===== src/hdl/qrpt_pkg.sv =====
// Shared constants, codes, types and helpers of the quaternion transform core.
package qrpt_pkg;

    localparam int COORD_WIDTH    = 32;
    localparam int QUAT_FRAC_BITS = 14;
    localparam int CFG_IDX_W      = 3;
    // Register stages between the input word and the output register inclusive.
    localparam int PIPE_DEPTH     = 7;

    localparam logic [1:0] FUNC_PT_WORLD  = 2'd0;
    localparam logic [1:0] FUNC_VEC_WORLD = 2'd1;
    localparam logic [1:0] FUNC_PT_OBJ    = 2'd2;
    localparam logic [1:0] FUNC_VEC_OBJ   = 2'd3;

    localparam logic [CFG_IDX_W-1:0] REG_OFFSET_X = 3'd0;
    localparam logic [CFG_IDX_W-1:0] REG_OFFSET_Y = 3'd1;
    localparam logic [CFG_IDX_W-1:0] REG_OFFSET_Z = 3'd2;
    localparam logic [CFG_IDX_W-1:0] REG_QUAT_W   = 3'd3;
    localparam logic [CFG_IDX_W-1:0] REG_QUAT_X   = 3'd4;
    localparam logic [CFG_IDX_W-1:0] REG_QUAT_Y   = 3'd5;
    localparam logic [CFG_IDX_W-1:0] REG_QUAT_Z   = 3'd6;

    typedef struct packed {
        logic       valid;
        logic [1:0] func;
    } t_stage;

    // Object modes rotate by the conjugate quaternion.
    function automatic logic f_to_object(logic [1:0] f);
        return (f == FUNC_PT_OBJ) || (f == FUNC_VEC_OBJ);
    endfunction

endpackage


===== src/hdl/qrpt_sat.sv =====
// Output register with clamping to the coordinate range.
module qrpt_sat #(
    parameter int COORD_WIDTH = qrpt_pkg::COORD_WIDTH
) (
    input  logic                               i_clk,
    input  logic                               i_rst_n,
    input  qrpt_pkg::t_stage                   i_ctl,
    output logic                               o_rdy,
    input  logic signed [COORD_WIDTH+13:0]     i_t [3],
    output logic                               o_valid,
    input  logic                               i_ready,
    output logic signed [COORD_WIDTH-1:0]      o_out [3],
    output logic                               o_sat
);
    localparam int CW = COORD_WIDTH;
    localparam int TW = CW + 14;
    localparam logic signed [TW-1:0] HI = {{(TW-CW+1){1'b0}}, {(CW-1){1'b1}}};
    localparam logic signed [TW-1:0] LO = ~HI;

    logic                 r_valid;
    logic signed [CW-1:0] r_out [3];
    logic                 r_sat;
    logic signed [CW-1:0] n_out [3];
    logic                 n_sat;
    logic                 w_adv;

    assign w_adv = !r_valid || i_ready;
    assign o_rdy = w_adv;

    always_comb begin
        n_sat = 1'b0;
        for (int i = 0; i < 3; i++) begin
            if (i_t[i] > HI) begin
                n_out[i] = HI[CW-1:0];
                n_sat    = 1'b1;
            end else if (i_t[i] < LO) begin
                n_out[i] = LO[CW-1:0];
                n_sat    = 1'b1;
            end else begin
                n_out[i] = i_t[i][CW-1:0];
            end
        end
    end

    always_ff @(posedge i_clk) begin
        if (!i_rst_n) begin
            r_valid <= 1'b0;
        end else if (w_adv) begin
            r_valid <= i_ctl.valid;
        end
    end

    always_ff @(posedge i_clk) begin
        if (w_adv) begin
            r_out <= n_out;
            r_sat <= n_sat;
        end
    end

    assign o_valid = r_valid;
    assign o_out   = r_out;
    assign o_sat   = r_sat;
endmodule


===== config.mk =====
export PLATFORM = sky130hd
export DESIGN_NAME = qrpt_sat
export DESIGN_NICKNAME = d
export VERILOG_FILES = /design/src/hdl/qrpt_pkg.sv /design/src/hdl/qrpt_sat.sv
export SDC_FILE = /design/constraint.sdc
export NUM_CORES = 1
export LEC_CHECK = 0
export BUFFER_PORTS_ARGS = -buffer_cell sky130_fd_sc_hd__buf_2
export CORE_MARGIN = 10
export CORE_UTILIZATION = 30
export DETAILED_ROUTE_END_ITERATION = 8
export HOLD_SLACK_MARGIN = 0.06
export SKIP_LAST_GASP = 1
export SLEW_MARGIN = 20
export SYNTH_ARGS = -nofsm -noshare
export SYNTH_HDL_FRONTEND = slang
export SYNTH_SLANG_ARGS = --single-unit
export TNS_END_PERCENT = 5

===== constraint.sdc =====
create_clock -name i_clk -period 7.15 [get_ports i_clk]
set_input_delay 0.3575 -clock i_clk [delete_from_list [all_inputs] [get_ports i_clk]]
set_output_delay 0.3575 -clock i_clk [all_outputs]
set_load 0.01 [all_outputs]

==> out/results.ini <==
[timing]
period_share_pct = 35.2
period_needed_ns = 2.51
finalClockSkew_ns = 0.00853
max_freq_mhz = 398
finalHoldViolCount = 0
rsz0062_at_grt = no
worst_pin_slew_ns = 0.809
finalSetupViolCount = 0
slew_headroom_pct = 45.9
fin_tns_setup_ns = 0
slew_viol_final = 0

[cts]
cts_resized = 0
cts_tree = done
cts_max_path_buffers = 2
post_cts_buffers = 0
root_buffer = clkbuf_16
holdBufCountCts = 0
cts_made_buffers = 9
cts.clk_slew.worst_paths_ns = 0.07
clk_latency_ns = 0.34
clock_sinks = 98
cts.htree.levels = 3

[routing]
via_per_inst = 4.58
drtIter0Drc = 151
ant_nets = 0
drc = 0
num_vias = 3050
drt-total-wl_mm = 12.2
drtPass1Iterations = 4
wl_per_cell_um = 18.3

[placement]
hpwl_mm = 9.52
port_buffers = 240
placed_area_um2 = 5430
gp_routability_congestion = 0.836

[synthesis]
ys_ff_latch = 98
synth_xor_area_share_pct = 0
syn_inst = 248
ys_dominant_reg_cell = edfxtp_1
synth_top_cell_area_share_pct = 71.4
yosysMostFrequentCell = edfxtp_1
synthSimpleGateAreaFrac_pct = 4.30
synthAdderAreaFrac_pct = 0
ys_top_cells_by_area = edfxtp_1 (71%), a21o_1 (17%), buf_6 (2.5%)
yosysSeqAreaShare_pct = 71.9
synth_commonest_cells = edfxtp_1 (97), a21o_1 (92), buf_6 (9), clkbuf_1 (9), nor4_1 (9)
yosysUniqueCellTypes = 19
synth_top_family_by_area = compound AO/OA/AOI/OAI gates
synth_area_leader_cell = edfxtp_1
yosysWarnings = 0
synthMuxAreaShare_pct = 0
syn_area_per_cell_um2 = 16.4
synth_area_um2 = 4080
synth_compound_area_share_pct = 20.0
synthArstFlopShare_pct = 0
syn_nets = 392
synth_edf_count = 97

[setup_path]
cp_slowest_cell = buf_4
crit_path_start_kind = flip-flop
max_stage_delay_ns = 0.66
path_cells = nand2b_4, buf_4, buf_2
critPathArrivalTime_ns = 2.16
cp.required_ns = 6.79
cp_max_fo = 53
crit_family = buffers and inverters
path_class = reg2out
end_kind = output port
path_buf_inv = 2

[power_and_ir_drop]
p_leak_uw = 0.00275
powerDensity_nw_per_um2 = 255
vdd_drop_max_mv = 0.108

[layout]
n_antenna_cell = 0
postLayoutCellArea_um2 = 5810
drive_gt1_share_pct = 55.3
area_growth_pct = 42.6
nFillCells = 1258
nets = 629

[floorplanning]
initial_core_util_pct = 30.7
die_x_um = 137
io_pins = 243
fp.coreArea_um2 = 13300
die_y_um = 137
die-area_um2 = 18700
rows = 42

[grt]
antenna_found_initial = 0
gr-usage-all-layers_pct = 12.3
grt-ovfl-total = 0
grt_pass1_wl_mm = 17.8
grt_pass1_vias = 3251
grt_max_degree = 54

[min_path]
hp-class = in2reg

[status]
status = finished clean

[run]
maxCapViolations = 0

-- routing by layer --
metal / vias to the layer above / track usage (%) / wire (µm)
met5: - / 0 / 0
met4: 0 / 5.38 / 185
met3: 14 / 6.20 / 1560
met2: 143 / 19.9 / 5900
met1: 1440 / 13.4 / 4540
li1: 1453 / - / -
-- final timing paths --
kind | from | to | slack [ns] | depth (start not counted)
worst max-delay path | o_valid | o_rdy | 4.64 | 3
worst min-delay path | i_ctl[2] | o_valid | 0.26 | 3
worst min register to register | o_valid | o_out[45] | 1.04 | 1
worst max register to register | o_valid | o_out[44] | 5.22 | 2
-- report_power, final --
| part | internal [µW] | total [µW] | switching [µW] |
|---|---|---|---|
| logic | 80.7 | 176 | 94.8 |
| registers | 680 | 690 | 9.60 |
| clock network | 413 | 618 | 205 |
| total | 1170 | 1480 | 309 |
-- layout make-up --
| class | count | area [µm²] | share of cell area, % |
|---|---|---|---|
| Clock buffer | 11 | 233 | 4.00 |
| Tap cell | 176 | 220 | 3.79 |
| Timing Repair Buffer | 247 | 1250 | 21.6 |
| Sequential cell | 98 | 2930 | 50.4 |
| Clock inverter | 5 | 150 | 2.58 |
| Multi-Input combinational cell | 128 | 1020 | 17.6 |
| Inverter | 1 | 3.75 | 0.0646 |
-- placed cells by master, fill, tap and decap left out --
cell type  Yosys  layout
bufinv_16      0       5
buf_4          0       7
a21o_1        92      92
nor4_1         9       9
clkbuf_16      0       9
inv_1          1       1
nand4_1        7       7
a21boi_0       1       1
buf_2          3     240
nand2b_4       0       1
nand4_2        2       2
o41ai_4        3       3
nand2_1        3       3
clkbuf_1       9       2
a21o_2         1       1
nor2_1         3       3
dfxtp_1        1       1
nor2b_1        2       2
nand4b_1       1       1
edfxtp_1      97      97
a41oi_2        0       3
-- tightest hold or removal path, stage by stage --
cell and delay (ns):
buf_2 0.10, inv_1 0.04, a21boi_0 0.06
-- flip-flops by register name (all words and copies together), names as in the netlist --
signal   flops
o_out       96
o_valid      1
o_sat        1
-- cells by family after synthesis --
logic type,Yosys count
simple gates,28
compound gates,100
flops,98
buf+inv,22
-- metrics by stage --
stage / instances / hold WS (ns) / setup WS, ns / total power, µW / utilization (%)
finish: 666 / 0.259 / 4.64 / 1480 / 43.7
global route: 666 / 0.260 / 4.47 / 1540 / 43.7
global placement: 650 / 0.614 / 4.85 / 877 / 40.9
CTS: 666 / 0.240 / 4.58 / 1510 / 43.7
detailed placement: 650 / 0.618 / 4.81 / 882 / 40.9
floorplan: 248 / 0.496 / 3.79 / 786 / -
(Power assumes the default switching activity.)
