### src/hdl/qrpt_pkg.sv
// Shared constants, codes, types and helpers of the quaternion transform core.
package qrpt_pkg;

    localparam int COORD_WIDTH    = 32;
    localparam int QUAT_FRAC_BITS = 14;
    localparam int CFG_IDX_W      = 3;
    // Register stages between the input word and the output register inclusive.
    localparam int PIPE_DEPTH     = 7;

    localparam logic [1:0] FUNC_PT_WORLD  = 2'd0;
    localparam logic [1:0] FUNC_VEC_WORLD = 2'd1;
    localparam logic [1:0] FUNC_PT_OBJ    = 2'd2;
    localparam logic [1:0] FUNC_VEC_OBJ   = 2'd3;

    localparam logic [CFG_IDX_W-1:0] REG_OFFSET_X = 3'd0;
    localparam logic [CFG_IDX_W-1:0] REG_OFFSET_Y = 3'd1;
    localparam logic [CFG_IDX_W-1:0] REG_OFFSET_Z = 3'd2;
    localparam logic [CFG_IDX_W-1:0] REG_QUAT_W   = 3'd3;
    localparam logic [CFG_IDX_W-1:0] REG_QUAT_X   = 3'd4;
    localparam logic [CFG_IDX_W-1:0] REG_QUAT_Y   = 3'd5;
    localparam logic [CFG_IDX_W-1:0] REG_QUAT_Z   = 3'd6;

    typedef struct packed {
        logic       valid;
        logic [1:0] func;
    } t_stage;

    // Object modes rotate by the conjugate quaternion.
    function automatic logic f_to_object(logic [1:0] f);
        return (f == FUNC_PT_OBJ) || (f == FUNC_VEC_OBJ);
    endfunction

endpackage

### src/hdl/qrpt_cfg.sv
// Frame configuration registers: translation and rotation quaternion.
module qrpt_cfg #(
    parameter int COORD_WIDTH    = qrpt_pkg::COORD_WIDTH,
    parameter int QUAT_FRAC_BITS = qrpt_pkg::QUAT_FRAC_BITS
) (
    input  logic                                   i_clk,
    input  logic                                   i_rst_n,
    input  logic                                   i_cfg_we,
    input  logic [qrpt_pkg::CFG_IDX_W-1:0]         i_cfg_idx,
    input  logic [((COORD_WIDTH > QUAT_FRAC_BITS + 2) ?
                   COORD_WIDTH : QUAT_FRAC_BITS + 2)-1:0] i_cfg_data,
    output logic signed [COORD_WIDTH-1:0]          o_off [3],
    output logic signed [QUAT_FRAC_BITS+1:0]       o_w,
    output logic signed [QUAT_FRAC_BITS+1:0]       o_u [3]
);
    localparam int CW = COORD_WIDTH;
    localparam int QW = QUAT_FRAC_BITS + 2;
    localparam logic signed [QW-1:0] W_ONE = QW'(1) << QUAT_FRAC_BITS;

    logic signed [CW-1:0] r_off [3];
    logic signed [QW-1:0] r_w;
    logic signed [QW-1:0] r_u [3];

    always_ff @(posedge i_clk) begin
        if (!i_rst_n) begin
            r_off <= '{default: '0};
            r_w   <= W_ONE;
            r_u   <= '{default: '0};
        end else if (i_cfg_we) begin
            unique case (i_cfg_idx)
                qrpt_pkg::REG_OFFSET_X: r_off[0] <= i_cfg_data[CW-1:0];
                qrpt_pkg::REG_OFFSET_Y: r_off[1] <= i_cfg_data[CW-1:0];
                qrpt_pkg::REG_OFFSET_Z: r_off[2] <= i_cfg_data[CW-1:0];
                qrpt_pkg::REG_QUAT_W:   r_w      <= i_cfg_data[QW-1:0];
                qrpt_pkg::REG_QUAT_X:   r_u[0]   <= i_cfg_data[QW-1:0];
                qrpt_pkg::REG_QUAT_Y:   r_u[1]   <= i_cfg_data[QW-1:0];
                qrpt_pkg::REG_QUAT_Z:   r_u[2]   <= i_cfg_data[QW-1:0];
                default: ;
            endcase
        end
    end

    assign o_off = r_off;
    assign o_w   = r_w;
    assign o_u   = r_u;
endmodule

### config.mk
export PLATFORM = sky130hd
export DESIGN_NAME = qrpt_cfg
export DESIGN_NICKNAME = d
export VERILOG_FILES = /design/src/hdl/qrpt_pkg.sv /design/src/hdl/qrpt_cfg.sv
export SDC_FILE = /design/constraint.sdc
export NUM_CORES = 1
export LEC_CHECK = 0
export BUFFER_PORTS_ARGS = -buffer_cell sky130_fd_sc_hd__buf_4
export CORE_MARGIN = 2
export CORE_UTILIZATION = 36
export CTS_CLUSTER_SIZE = 30
export DETAILED_ROUTE_END_ITERATION = 10
export PLACE_DENSITY_LB_ADDON = 0.12
export SYNTH_ARGS = -nofsm -noshare
export SYNTH_HDL_FRONTEND = slang
export SYNTH_SLANG_ARGS = --single-unit
export TNS_END_PERCENT = 20
### constraint.sdc
create_clock -name i_clk -period 1.4 [get_ports i_clk]
set_clock_uncertainty 0.05 [all_clocks]
set_input_delay 0.21 -clock i_clk [delete_from_list [all_inputs] [get_ports i_clk]]
set_output_delay 0.21 -clock i_clk [all_outputs]
set_load 0.03 [all_outputs]
==> results of run 1 <==
path summary, 6_finish.rpt:
| check | startpoint | end | slack, ns | depth (start not counted) |
|---|---|---|---|---|
| worst max-delay path | o_off[38]$_SDFFE_PN0P_ | o_off[38] | 0.18 | 1 |
| worst min-delay path | i_cfg_data[14] | o_w[14]$_SDFFE_PN1P_ | 0.02 | 3 |
| worst max register to register | o_u[18]$_SDFFE_PN0P_ | o_u[18]$_SDFFE_PN0P_ | 0.70 | 2 |
| worst min register to register | o_off[82]$_SDFFE_PN0P_ | o_off[82]$_SDFFE_PN0P_ | 0.41 | 2 |
cell usage after synthesis (all sizes together):
cell type	number
and4bb	1
nor2b	2
clkbuf	17
buf	23
nand4bb	2
nor4b	1
nand2	191
mux2i	160
nand4b	3
dfxtp	160
tightest hold or removal path, stage by stage:
cell     delay [ns]
buf_4          0.08
nor2b_1        0.03
mux2i_1        0.11
layout make-up:
type / count / share of cell area
clock buffers: 20 / 0.0568
well taps: 216 / 0.0329
flip-flops and latches: 160 / 0.390
repair buffers: 212 / 0.205
clock inverters: 12 / 0.0192
multi-input cells: 360 / 0.296
stage by stage:
step	cell area, µm²	total power, µW	util	hold slack, ns	worst slack, ns
after global placement	7590	5700	0.478	0.395	0.0967
after CTS	8210	10500	0.517	0.00633	0.162
after detailed placement	7590	5710	0.478	0.400	0.0417
after global routing	8210	10800	0.517	0.0158	0.141
final	8210	10400	0.517	0.0182	0.183
after floorplan	5870	5320	-	0.320	0.251
routing by layer:
layer	wire length [µm]	vias up	GRT usage
li1	-	2229	-
met1	6950	2145	0.221
met2	7630	136	0.302
met3	1230	21	0.0702
met4	269	0	0.0682
met5	0	-	0
kinds of logic (layout without fill, tap and decap cells):
family,count (synthesis),count (layout)
multiplexers,160,160
buffers and inverters,40,244
flip-flops,160,160
AND/OR/NAND/NOR,200,200
registers in the layout, indices dropped and copies added (netlist names):
register and cells:
o_w 16, o_u 48, o_off 96
report_power, final:
group          switching [µW]  total [µW]  leakage, µW  internal, µW
combinational             548         889      0.00243           341
clock                    1860        4810     0.000299          2960
sequential               58.0        4710      0.00129          4650
==> metrics.md, run 1 <==
| Metric | Value |
|---|---|
| Ranking of synthesized cells by area | `dfxtp_1 (55%), mux2i_1 (27%), nand2_1 (12%), buf_4 (1.4%), buf_6 (1.3%)` |
| Final period util | `0.869` |
| Post-cts sizing count | `0` |
| Ant diodes | `0` |
| Pwr dens | `1270 nW/µm²` |
| WL per Instance | `16.4 µm` |
| Final hold vios | `0` |
| Worst Hold Class | `primary input to flip-flop` |
| Seq/Total Area, Yosys | `0.546` |
| Leak pwr | `0.00402 µW` |
| Post-route ant nets | `0` |
| Clock transition at path regs | `0.06 ns` |
| Min Tclk post-route | `1.22 ns` |
| GRT Resource Usage Total | `0.185` |
| Clk sinks | `160` |
| GPL Wtd Cong | `0.811` |
| Gate Count Post-Synth | `560` |
| Initial core utilization | `0.369` |
| Synth-to-layout area growth | `40.0%` |
| Register area | `3200 µm²` |
| Drc violations | `0` |
| Grt ovf | `0` |
| Die H | `132 µm` |
| Yosys warning total | `0` |
| Final std cells w/o fill | `980` |
| Largest family of logic cells by synthesized area | `multiplexers` |
| Post-synthesis mux area share | `0.273` |
| # port buffers | `197` |
| Multi-input gate area in the final layout | `2430 µm²` |
| Detailed Route Iter0 Violations | `170` |
| IO Count | `198` |
| Routed vias/inst | `4.62` |
| Setup TNS Final | `0 ns` |
| Cell variety after synth | `13` |
| Most frequent cells in the layout | `buf_4 (204), nand2_1 (191), mux2i_1 (160), dfxtp_1 (160), clkbuf_16 (17)` |
| Post-CTS Setup Inserts | `0` |
| Mean Syn Cell Area | `10.5 µm²` |
| RSZ-0062 raised after global routing | `no` |
| Worst skew pair latency | `0.41 ns` |
| Startpoint types | `flip-flop` |
| Initial antenna violation count | `0` |
| Post-Synth Adder-Cell Area | `0` |
| Required @ worst endpoint | `1.14 ns` |
| Critical Path Fanout Max | `2` |
| Filler cell count in the final layout | `1,479` |
| Hold Buf Count CTS | `0` |
| Crit path buf inv count | `1` |
| CP endpoint kind | `output port` |
| Max-cap violations | `0` |
| Vias in the first global route | `4,569` |
| First-pass GRT wire length | `25,000 µm` |
| Drt first pass iters | `4` |
| Htree depth | `4` |
| Worst vdd ir | `0.000790 V` |
| Status | `completed` |
| Slew Limit Headroom | `0.740` |
| Layout cell share with drive strength beyond 1 | `0.323` |
| Root Buffer Master | `clkbuf_16` |
| Post-Syn Area | `5870 µm²` |
| Chip width | `132 µm` |
| Cell Chain, Critical Path | `buf_4` |
| Total number of vias | `4,531` |
| CP max stage cell | `dfxtp_1` |
| Final setup fails | `0` |
| Simple-Gate Fraction of Synth Area | `0.139` |
| Crit path DAT | `0.96 ns` |
| CTS Buffer Depth | `2` |
| Largest net degree at the start of global routing | `54` |
| Max-slew violation count | `0` |
| Cts bufs inserted | `17` |
| CTS tree | `built` |
| Die area | `17,300 µm²` |
| Post-synthesis compound-gate area fraction | `0` |
| Synth top area share | `0.546` |
| Placed Instances | `948` |
| Least-Margin Pin Slew | `0.389 ns` |
| Drt total wl | `16,100 µm` |
| CP Class | `flip-flop to output port` |
| Worst path max stage delay | `0.37 ns` |
| #FFs+latches synth | `160` |
| CP delay by family, top | `flip-flops` |
| Cell accounting for the most synthesized area | `dfxtp_1` |
| Fmax | `0.822 GHz` |
| Post-Syn Nets | `598` |
| XOR/XNOR Fraction of Synth Area | `0` |
| DP HPWL | `11,300 µm` |
| Most common cell after layout, fill and taps aside | `buf_4` |
| Core area | `15,900 µm²` |
| Total Nets Final | `789` |
| Row count | `46` |
Power figures use the tool's default switching activity.
==> run 2: changes to the inputs <==
--- a/config.mk
+++ b/config.mk
@@ -10,7 +10,7 @@
 export CORE_UTILIZATION = 36
 export CTS_CLUSTER_SIZE = 30
 export DETAILED_ROUTE_END_ITERATION = 10
-export PLACE_DENSITY_LB_ADDON = 0.12
+export PLACE_DENSITY = 0.6
 export SYNTH_ARGS = -nofsm -noshare
 export SYNTH_HDL_FRONTEND = slang
 export SYNTH_SLANG_ARGS = --single-unit
==> metrics.md, run 2 (same netlist as run 1, synthesis figures left out) <==
| Metric | Value |
|---|---|
| R2R setup slack | `0.71 ns (about the same)` |
| CP Class | `flip-flop to output port` |
| CP Depth | `1 (unchanged)` |
| Cell Chain, Critical Path | `buf_4` |
| RSZ-0062 raised after global routing | `no` |
| CP delay by family, top | `flip-flops` |
| Routed vias/inst | `4.66 (+0.74%)` |
| Clock transition at path regs | `0.06 ns (about the same)` |
| Post-cts sizing count | `0 (unchanged)` |
| Required @ worst endpoint | `1.14 ns (about the same)` |
| Pwr dens | `1220 nW/µm² (-3.8%)` |
| CTS tree | `built` |
| Final Core Density | `0.518 (+0.00134)` |
| Register share of total power | `0.469 (+0.016)` |
| Total Nets Final | `802 (+1.6%)` |
| Startpoint types | `flip-flop` |
| Reg2reg start | `o_off[18]$_SDFFE_PN0P_` |
| Worst Hold Class | `primary input to flip-flop` |
| Largest net degree at the start of global routing | `45 (-17%)` |
| Vias in the first global route | `4,716 (+3.2%)` |
| Final hold vios | `0 (unchanged)` |
| Sw power | `2410 µW (-2.2%)` |
| Cts bufs inserted | `17 (unchanged)` |
| Critical Path Fanout Max | `2 (unchanged)` |
| Ant diodes | `0 (unchanged)` |
| Root Buffer Master | `clkbuf_16` |
| Die H | `132 µm (unchanged)` |
| Least-Margin Pin Slew | `0.426 ns (+0.0368 ns)` |
| Status | `completed` |
| Setup WS pre-CTS | `0.0721 ns (+0.0304 ns)` |
| Layout cell share with drive strength beyond 1 | `0.331 (+0.00746)` |
| Die area | `17,300 µm² (unchanged)` |
| Final period util | `0.878 (+0.00882)` |
| Most common cell after layout, fill and taps aside | `buf_4` |
| CP endpoint kind | `output port` |
| Critical path origin | `o_off[8]$_SDFFE_PN0P_` |
| Hold Buf Count CTS | `1 (+1)` |
| Htree depth | `4 (unchanged)` |
| Clk sinks | `160 (unchanged)` |
| # port buffers | `197 (unchanged)` |
| Initial core utilization | `0.369 (unchanged)` |
| Max-slew violation count | `0 (unchanged)` |
| IO Count | `198 (unchanged)` |
| GPL Wtd Cong | `0.804 (-0.95%)` |
| Final setup fails | `0 (unchanged)` |
| Row count | `46 (unchanged)` |
| Grt ovf | `0 (unchanged)` |
| Most frequent cells in the layout | `buf_4 (218), nand2_1 (191), mux2i_1 (160), dfxtp_1 (160), clkbuf_16 (17)` |
| Leak pwr | `0.00405 µW (+0.86%)` |
| Post-route ant nets | `0 (unchanged)` |
| Setup TNS Final | `0 ns (unchanged)` |
| R2r endpoint | `o_off[18]$_SDFFE_PN0P_` |
| Initial antenna violation count | `0 (unchanged)` |
| Drt first pass iters | `4 (unchanged)` |
| Crit path to | `o_off[8]` |
| Multi-input gate area in the final layout | `2430 µm² (unchanged)` |
| Post-CTS Setup Inserts | `0 (unchanged)` |
| CP max stage cell | `dfxtp_1` |
| Register area | `3200 µm² (unchanged)` |
| Synth-to-layout area growth | `40.3%` |
| WL per Instance | `16.3 µm (-0.49%)` |
| Drt total wl | `16,200 µm (+0.83%)` |
| Crit path buf inv count | `1 (unchanged)` |
| Worst skew pair latency | `0.42 ns (about the same)` |
| Worst vdd ir | `0.000769 V (-2.7%)` |
| Total number of vias | `4,625 (+2.1%)` |
| Fmax | `0.813 GHz (-1.0%)` |
| Internal power | `7640 µW (-4.0%)` |
| Setup WS post-layout | `0.171 ns (-0.0124 ns)` |
| Filler cell count in the final layout | `1,475 (-0.27%)` |
| DP HPWL | `11,900 µm (+5.5%)` |
| Chip width | `132 µm (unchanged)` |
| Clk network pwr share | `0.440 (-0.022)` |
| Min Tclk post-route | `1.23 ns (+0.0124 ns)` |
| R2r worst-path depth | `2 (unchanged)` |
| Core area | `15,900 µm² (unchanged)` |
| Max reg flops | `96 (unchanged)` |
| GRT Resource Usage Total | `0.189 (+0.00432)` |
| Detailed Route Iter0 Violations | `195 (+15%)` |
| Crit path DAT | `0.97 ns (about the same)` |
| Comb pwr share | `0.090 (+0.005)` |
| CTS Buffer Depth | `2 (unchanged)` |
| Slew Limit Headroom | `0.715 (-0.0246)` |
| Max-cap violations | `0 (unchanged)` |
| Worst path max stage delay | `0.37 ns (about the same)` |
| Switching Share | `0.240 (+0.00325)` |
| Drc violations | `0 (unchanged)` |
| First-pass GRT wire length | `25,600 µm (+2.4%)` |
run 2: cell count changes in the layout (fill, tap and decap cells not counted), moves of 2 or more:
cell       change
buf_12         -2
buf_4         +14
bufinv_16      -2
clkbuf_1       +2
clkinv_2       +2
run 2: power groups by stage:
| stage | Clock [µW] | Sequential [µW] | Combinational (µW) |
|---|---|---|---|
| final | 4420 | 4710 | 905 |
| after global routing | 4690 | 4720 | 965 |
| after CTS | 4530 | 4710 | 916 |
| after detailed placement | 0 | 4810 | 912 |
| after global placement | 0 | 4810 | 896 |
| after floorplan | 0 | 5000 | 318 |
run 2: through the flow:
step                std cells  instance area [µm²]  total power, µW  hold WS, ns
floorplan                 560                 5870             5320        0.320
global placement          960                 7650             5710        0.394
detailed placement        960                 7650             5730        0.398
CTS                       993                 8230            10200       0.0244
global route              993                 8230            10400       0.0413
finish                    993                 8230            10000       0.0408
run 2: how the worst min path moves through the flow:
stage	startpoint	slack, ns	depth (start not counted)	end
2_1_floorplan	i_cfg_data[14]	0.32	2	o_w[14]$_SDFFE_PN1P_
3_3_place_gp	o_off[50]$_SDFFE_PN0P_	0.39	2	o_off[50]$_SDFFE_PN0P_
3_5_place_dp	o_off[50]$_SDFFE_PN0P_	0.40	2	o_off[50]$_SDFFE_PN0P_
4_1_cts	i_cfg_data[20]	0.02	3	o_off[20]$_SDFFE_PN0P_
5_1_grt	i_cfg_data[20]	0.04	3	o_off[20]$_SDFFE_PN0P_
6_report	i_cfg_data[20]	0.04	3	o_off[20]$_SDFFE_PN0P_
run 2: area by class of cell:
cell class | count | area share
Clock buffer | 23 | 0.0593
Clock inverter | 9 | 0.0100
Multi-Input combinational cell | 360 | 0.295
Sequential cell | 160 | 0.389
Tap cell | 216 | 0.0328
Timing Repair Buffer | 225 | 0.213
run 2: layer usage:
metal,up-vias,wire (µm),global-route usage
li1,2256,-,-
met1,2195,7190,0.228
met2,149,7540,0.307
met3,25,1180,0.0691
met4,0,299,0.0719
met5,-,0,0
==> run 3: changes to the inputs <==
--- a/config.mk
+++ b/config.mk
@@ -7,10 +7,10 @@
 export LEC_CHECK = 0
 export BUFFER_PORTS_ARGS = -buffer_cell sky130_fd_sc_hd__buf_4
 export CORE_MARGIN = 2
-export CORE_UTILIZATION = 36
+export CORE_UTILIZATION = 50
 export CTS_CLUSTER_SIZE = 30
 export DETAILED_ROUTE_END_ITERATION = 10
-export PLACE_DENSITY = 0.6
+export PLACE_DENSITY = 0.79
 export SYNTH_ARGS = -nofsm -noshare
 export SYNTH_HDL_FRONTEND = slang
 export SYNTH_SLANG_ARGS = --single-unit
==> metrics.md, run 3 (same netlist as run 1, synthesis figures left out) <==
| Metric | Value |
|---|---|
| Register area | `3200 µm² (unchanged)` |
| R2r worst-path depth | `2 (unchanged)` |
| Min Tclk post-route | `1.24 ns (+0.0103 ns)` |
| Hold path startpoint | `i_cfg_data[14]` |
| Htree depth | `4 (unchanged)` |
| Cts bufs inserted | `17 (unchanged)` |
| Slew Limit Headroom | `0.738 (+0.0227)` |
| Drt total wl | `15,800 µm (-2.3%)` |
| Critical path origin | `o_off[39]$_SDFFE_PN0P_` |
| Setup TNS Final | `0 ns (unchanged)` |
| IO Count | `198 (unchanged)` |
| Worst path max stage delay | `0.37 ns (about the same)` |
| Die area | `12,600 µm² (-27%)` |
| Pwr dens | `1280 nW/µm² (+5.2%)` |
| # port buffers | `197 (unchanged)` |
| Grt ovf | `0 (unchanged)` |
| RSZ-0062 raised after global routing | `no` |
| Drc violations | `0 (unchanged)` |
| Worst Hold Class | `primary input to flip-flop` |
| Total number of vias | `4,650 (+0.54%)` |
| Max reg flops | `96 (unchanged)` |
| Crit path buf inv count | `1 (unchanged)` |
| Post-cts sizing count | `0 (unchanged)` |
| Startpoint types | `flip-flop` |
| Vias in the first global route | `4,760 (+0.93%)` |
| Total Nets Final | `791 (-1.4%)` |
| Hold Buf Count CTS | `0 (-1)` |
| Synth-to-layout area growth | `37.9%` |
| Busiest grt layer | `met2` |
| R2r endpoint | `o_u[42]$_SDFFE_PN0P_` |
| Least-Margin Pin Slew | `0.392 ns (-0.0340 ns)` |
| Most frequent cells in the layout | `buf_4 (209), nand2_1 (191), mux2i_1 (160), dfxtp_1 (160), clkbuf_16 (17)` |
| Row count | `39 (-15%)` |
| Initial core utilization | `0.514 (+0.144)` |
| Detailed Route Iter0 Violations | `243 (+25%)` |
| Final period util | `0.885 (+0.00736)` |
| Setup WS post-layout | `0.160 ns (-0.0103 ns)` |
| Initial antenna violation count | `0 (unchanged)` |
| CP max stage cell | `dfxtp_1` |
| GR Util met3 | `0.0913 (+0.0222)` |
| Hold Path Stages | `3 (unchanged)` |
| First-pass GRT wire length | `25,000 µm (-2.2%)` |
| Chip width | `112 µm (-15%)` |
| Filler cell count in the final layout | `861 (-42%)` |
| Layout cell share with drive strength beyond 1 | `0.324 (-0.00700)` |
| Status | `completed` |
| Cell Chain, Critical Path | `buf_4` |
| Critical Path Fanout Max | `2 (unchanged)` |
| Clock transition at path regs | `0.06 ns (about the same)` |
| CP delay by family, top | `flip-flops` |
| Core area | `11,400 µm² (-28%)` |
| CP Class | `flip-flop to output port` |
| GRT Resource Usage Total | `0.255 (+0.0656)` |
| Setup WS pre-CTS | `0.0230 ns (-0.0491 ns)` |
| Leak pwr | `0.00401 µW (-1.0%)` |
| Required @ worst endpoint | `1.14 ns (about the same)` |
| Root Buffer Master | `clkbuf_16` |
| Ant diodes | `0 (unchanged)` |
| Most common cell after layout, fill and taps aside | `buf_4` |
| Met2 Usage GRT | `0.423 (+0.116)` |
| DP HPWL | `11,100 µm (-6.5%)` |
| Multi-input gate area in the final layout | `2430 µm² (unchanged)` |
| Fmax | `0.807 GHz (-0.83%)` |
| Worst vdd ir | `0.000783 V (+1.8%)` |
| Met1 usage in global routing | `0.310 (+0.0823)` |
| Worst hold endpoint | `o_w[14]$_SDFFE_PN1P_` |
| Final hold vios | `0 (unchanged)` |
| Drt first pass iters | `4 (unchanged)` |
| CTS tree | `built` |
| CTS Buffer Depth | `2 (unchanged)` |
| Max-slew violation count | `0 (unchanged)` |
| Worst skew pair latency | `0.43 ns (about the same)` |
| Routed vias/inst | `5.12 (+9.8%)` |
| CP endpoint kind | `output port` |
| WL per Instance | `17.4 µm (+6.8%)` |
| Largest net degree at the start of global routing | `35 (-22%)` |
| Fin Hold WS | `0.0192 ns (-0.0216 ns)` |
| Clk sinks | `160 (unchanged)` |
| Overall power | `10,400 µW (+3.4%)` |
| Max-cap violations | `0 (unchanged)` |
| Post-CTS Setup Inserts | `0 (unchanged)` |
| Die H | `112 µm (-15%)` |
| Crit path DAT | `0.98 ns (about the same)` |
| Reg2reg start | `o_u[42]$_SDFFE_PN0P_` |
| Final setup fails | `0 (unchanged)` |
| GPL Wtd Cong | `0.802 (-0.21%)` |
| Post-route ant nets | `0 (unchanged)` |
| R2R setup slack | `0.65 ns (-0.06 ns)` |
run 3: cell types whose count changed in the layout (fill, tap and decap cells not counted), sizes merged:
cell,change
dlygate4sd3,-1
bufinv,+2
clkbuf,-1
clkinv,-2
clkinvlp,+1
buf,-10
run 3: report_power, final:
part	leakage [µW]	internal, µW	switching, µW
combinational	0.00242	336	544
clock	0.000298	2980	1810
sequential	0.00129	4660	61.5
run 3: routing by layer:
layer | wire, µm | vias up
met4 | 242 | 0
met2 | 7740 | 172
met1 | 6640 | 2224
li1 | - | 2234
met5 | 0 | -
met3 | 1230 | 20
run 3: tightest hold or removal path, stage by stage:
cell,delay (ns)
buf_4,0.09
nor2b_1,0.04
mux2i_1,0.11
run 3: how the worst max path moves through the flow:
| stage | to | slack [ns] | cells after the start |
|---|---|---|---|
| after floorplan | o_off[65]$_SDFFE_PN0P_ | 0.25 | 3 |
| after global placement | o_off[77]$_SDFFE_PN0P_ | 0.1 | 4 |
| after detailed placement | o_off[82]$_SDFFE_PN0P_ | 0.02 | 4 |
| after CTS | o_off[39] | 0.15 | 1 |
| after global routing | o_off[82] | 0.14 | 1 |
| final | o_off[39] | 0.16 | 1 |
run 3: cell type report:
| type | count | area share |
|---|---|---|
| Clock buffer | 22 | 0.0598 |
| Clock inverter | 10 | 0.0164 |
| Multi-Input combinational cell | 360 | 0.301 |
| Sequential cell | 160 | 0.396 |
| Tap cell | 143 | 0.0221 |
| Timing Repair Buffer | 214 | 0.205 |
run 3: metrics by stage:
| stage | utilization | cells | cell area, µm² |
|---|---|---|---|
| final | 0.709 | 909 | 8090 |
| after detailed placement | 0.655 | 877 | 7470 |
| after floorplan | - | 560 | 5870 |
| after CTS | 0.709 | 909 | 8090 |
| after global routing | 0.709 | 909 | 8090 |
| after global placement | 0.655 | 877 | 7470 |
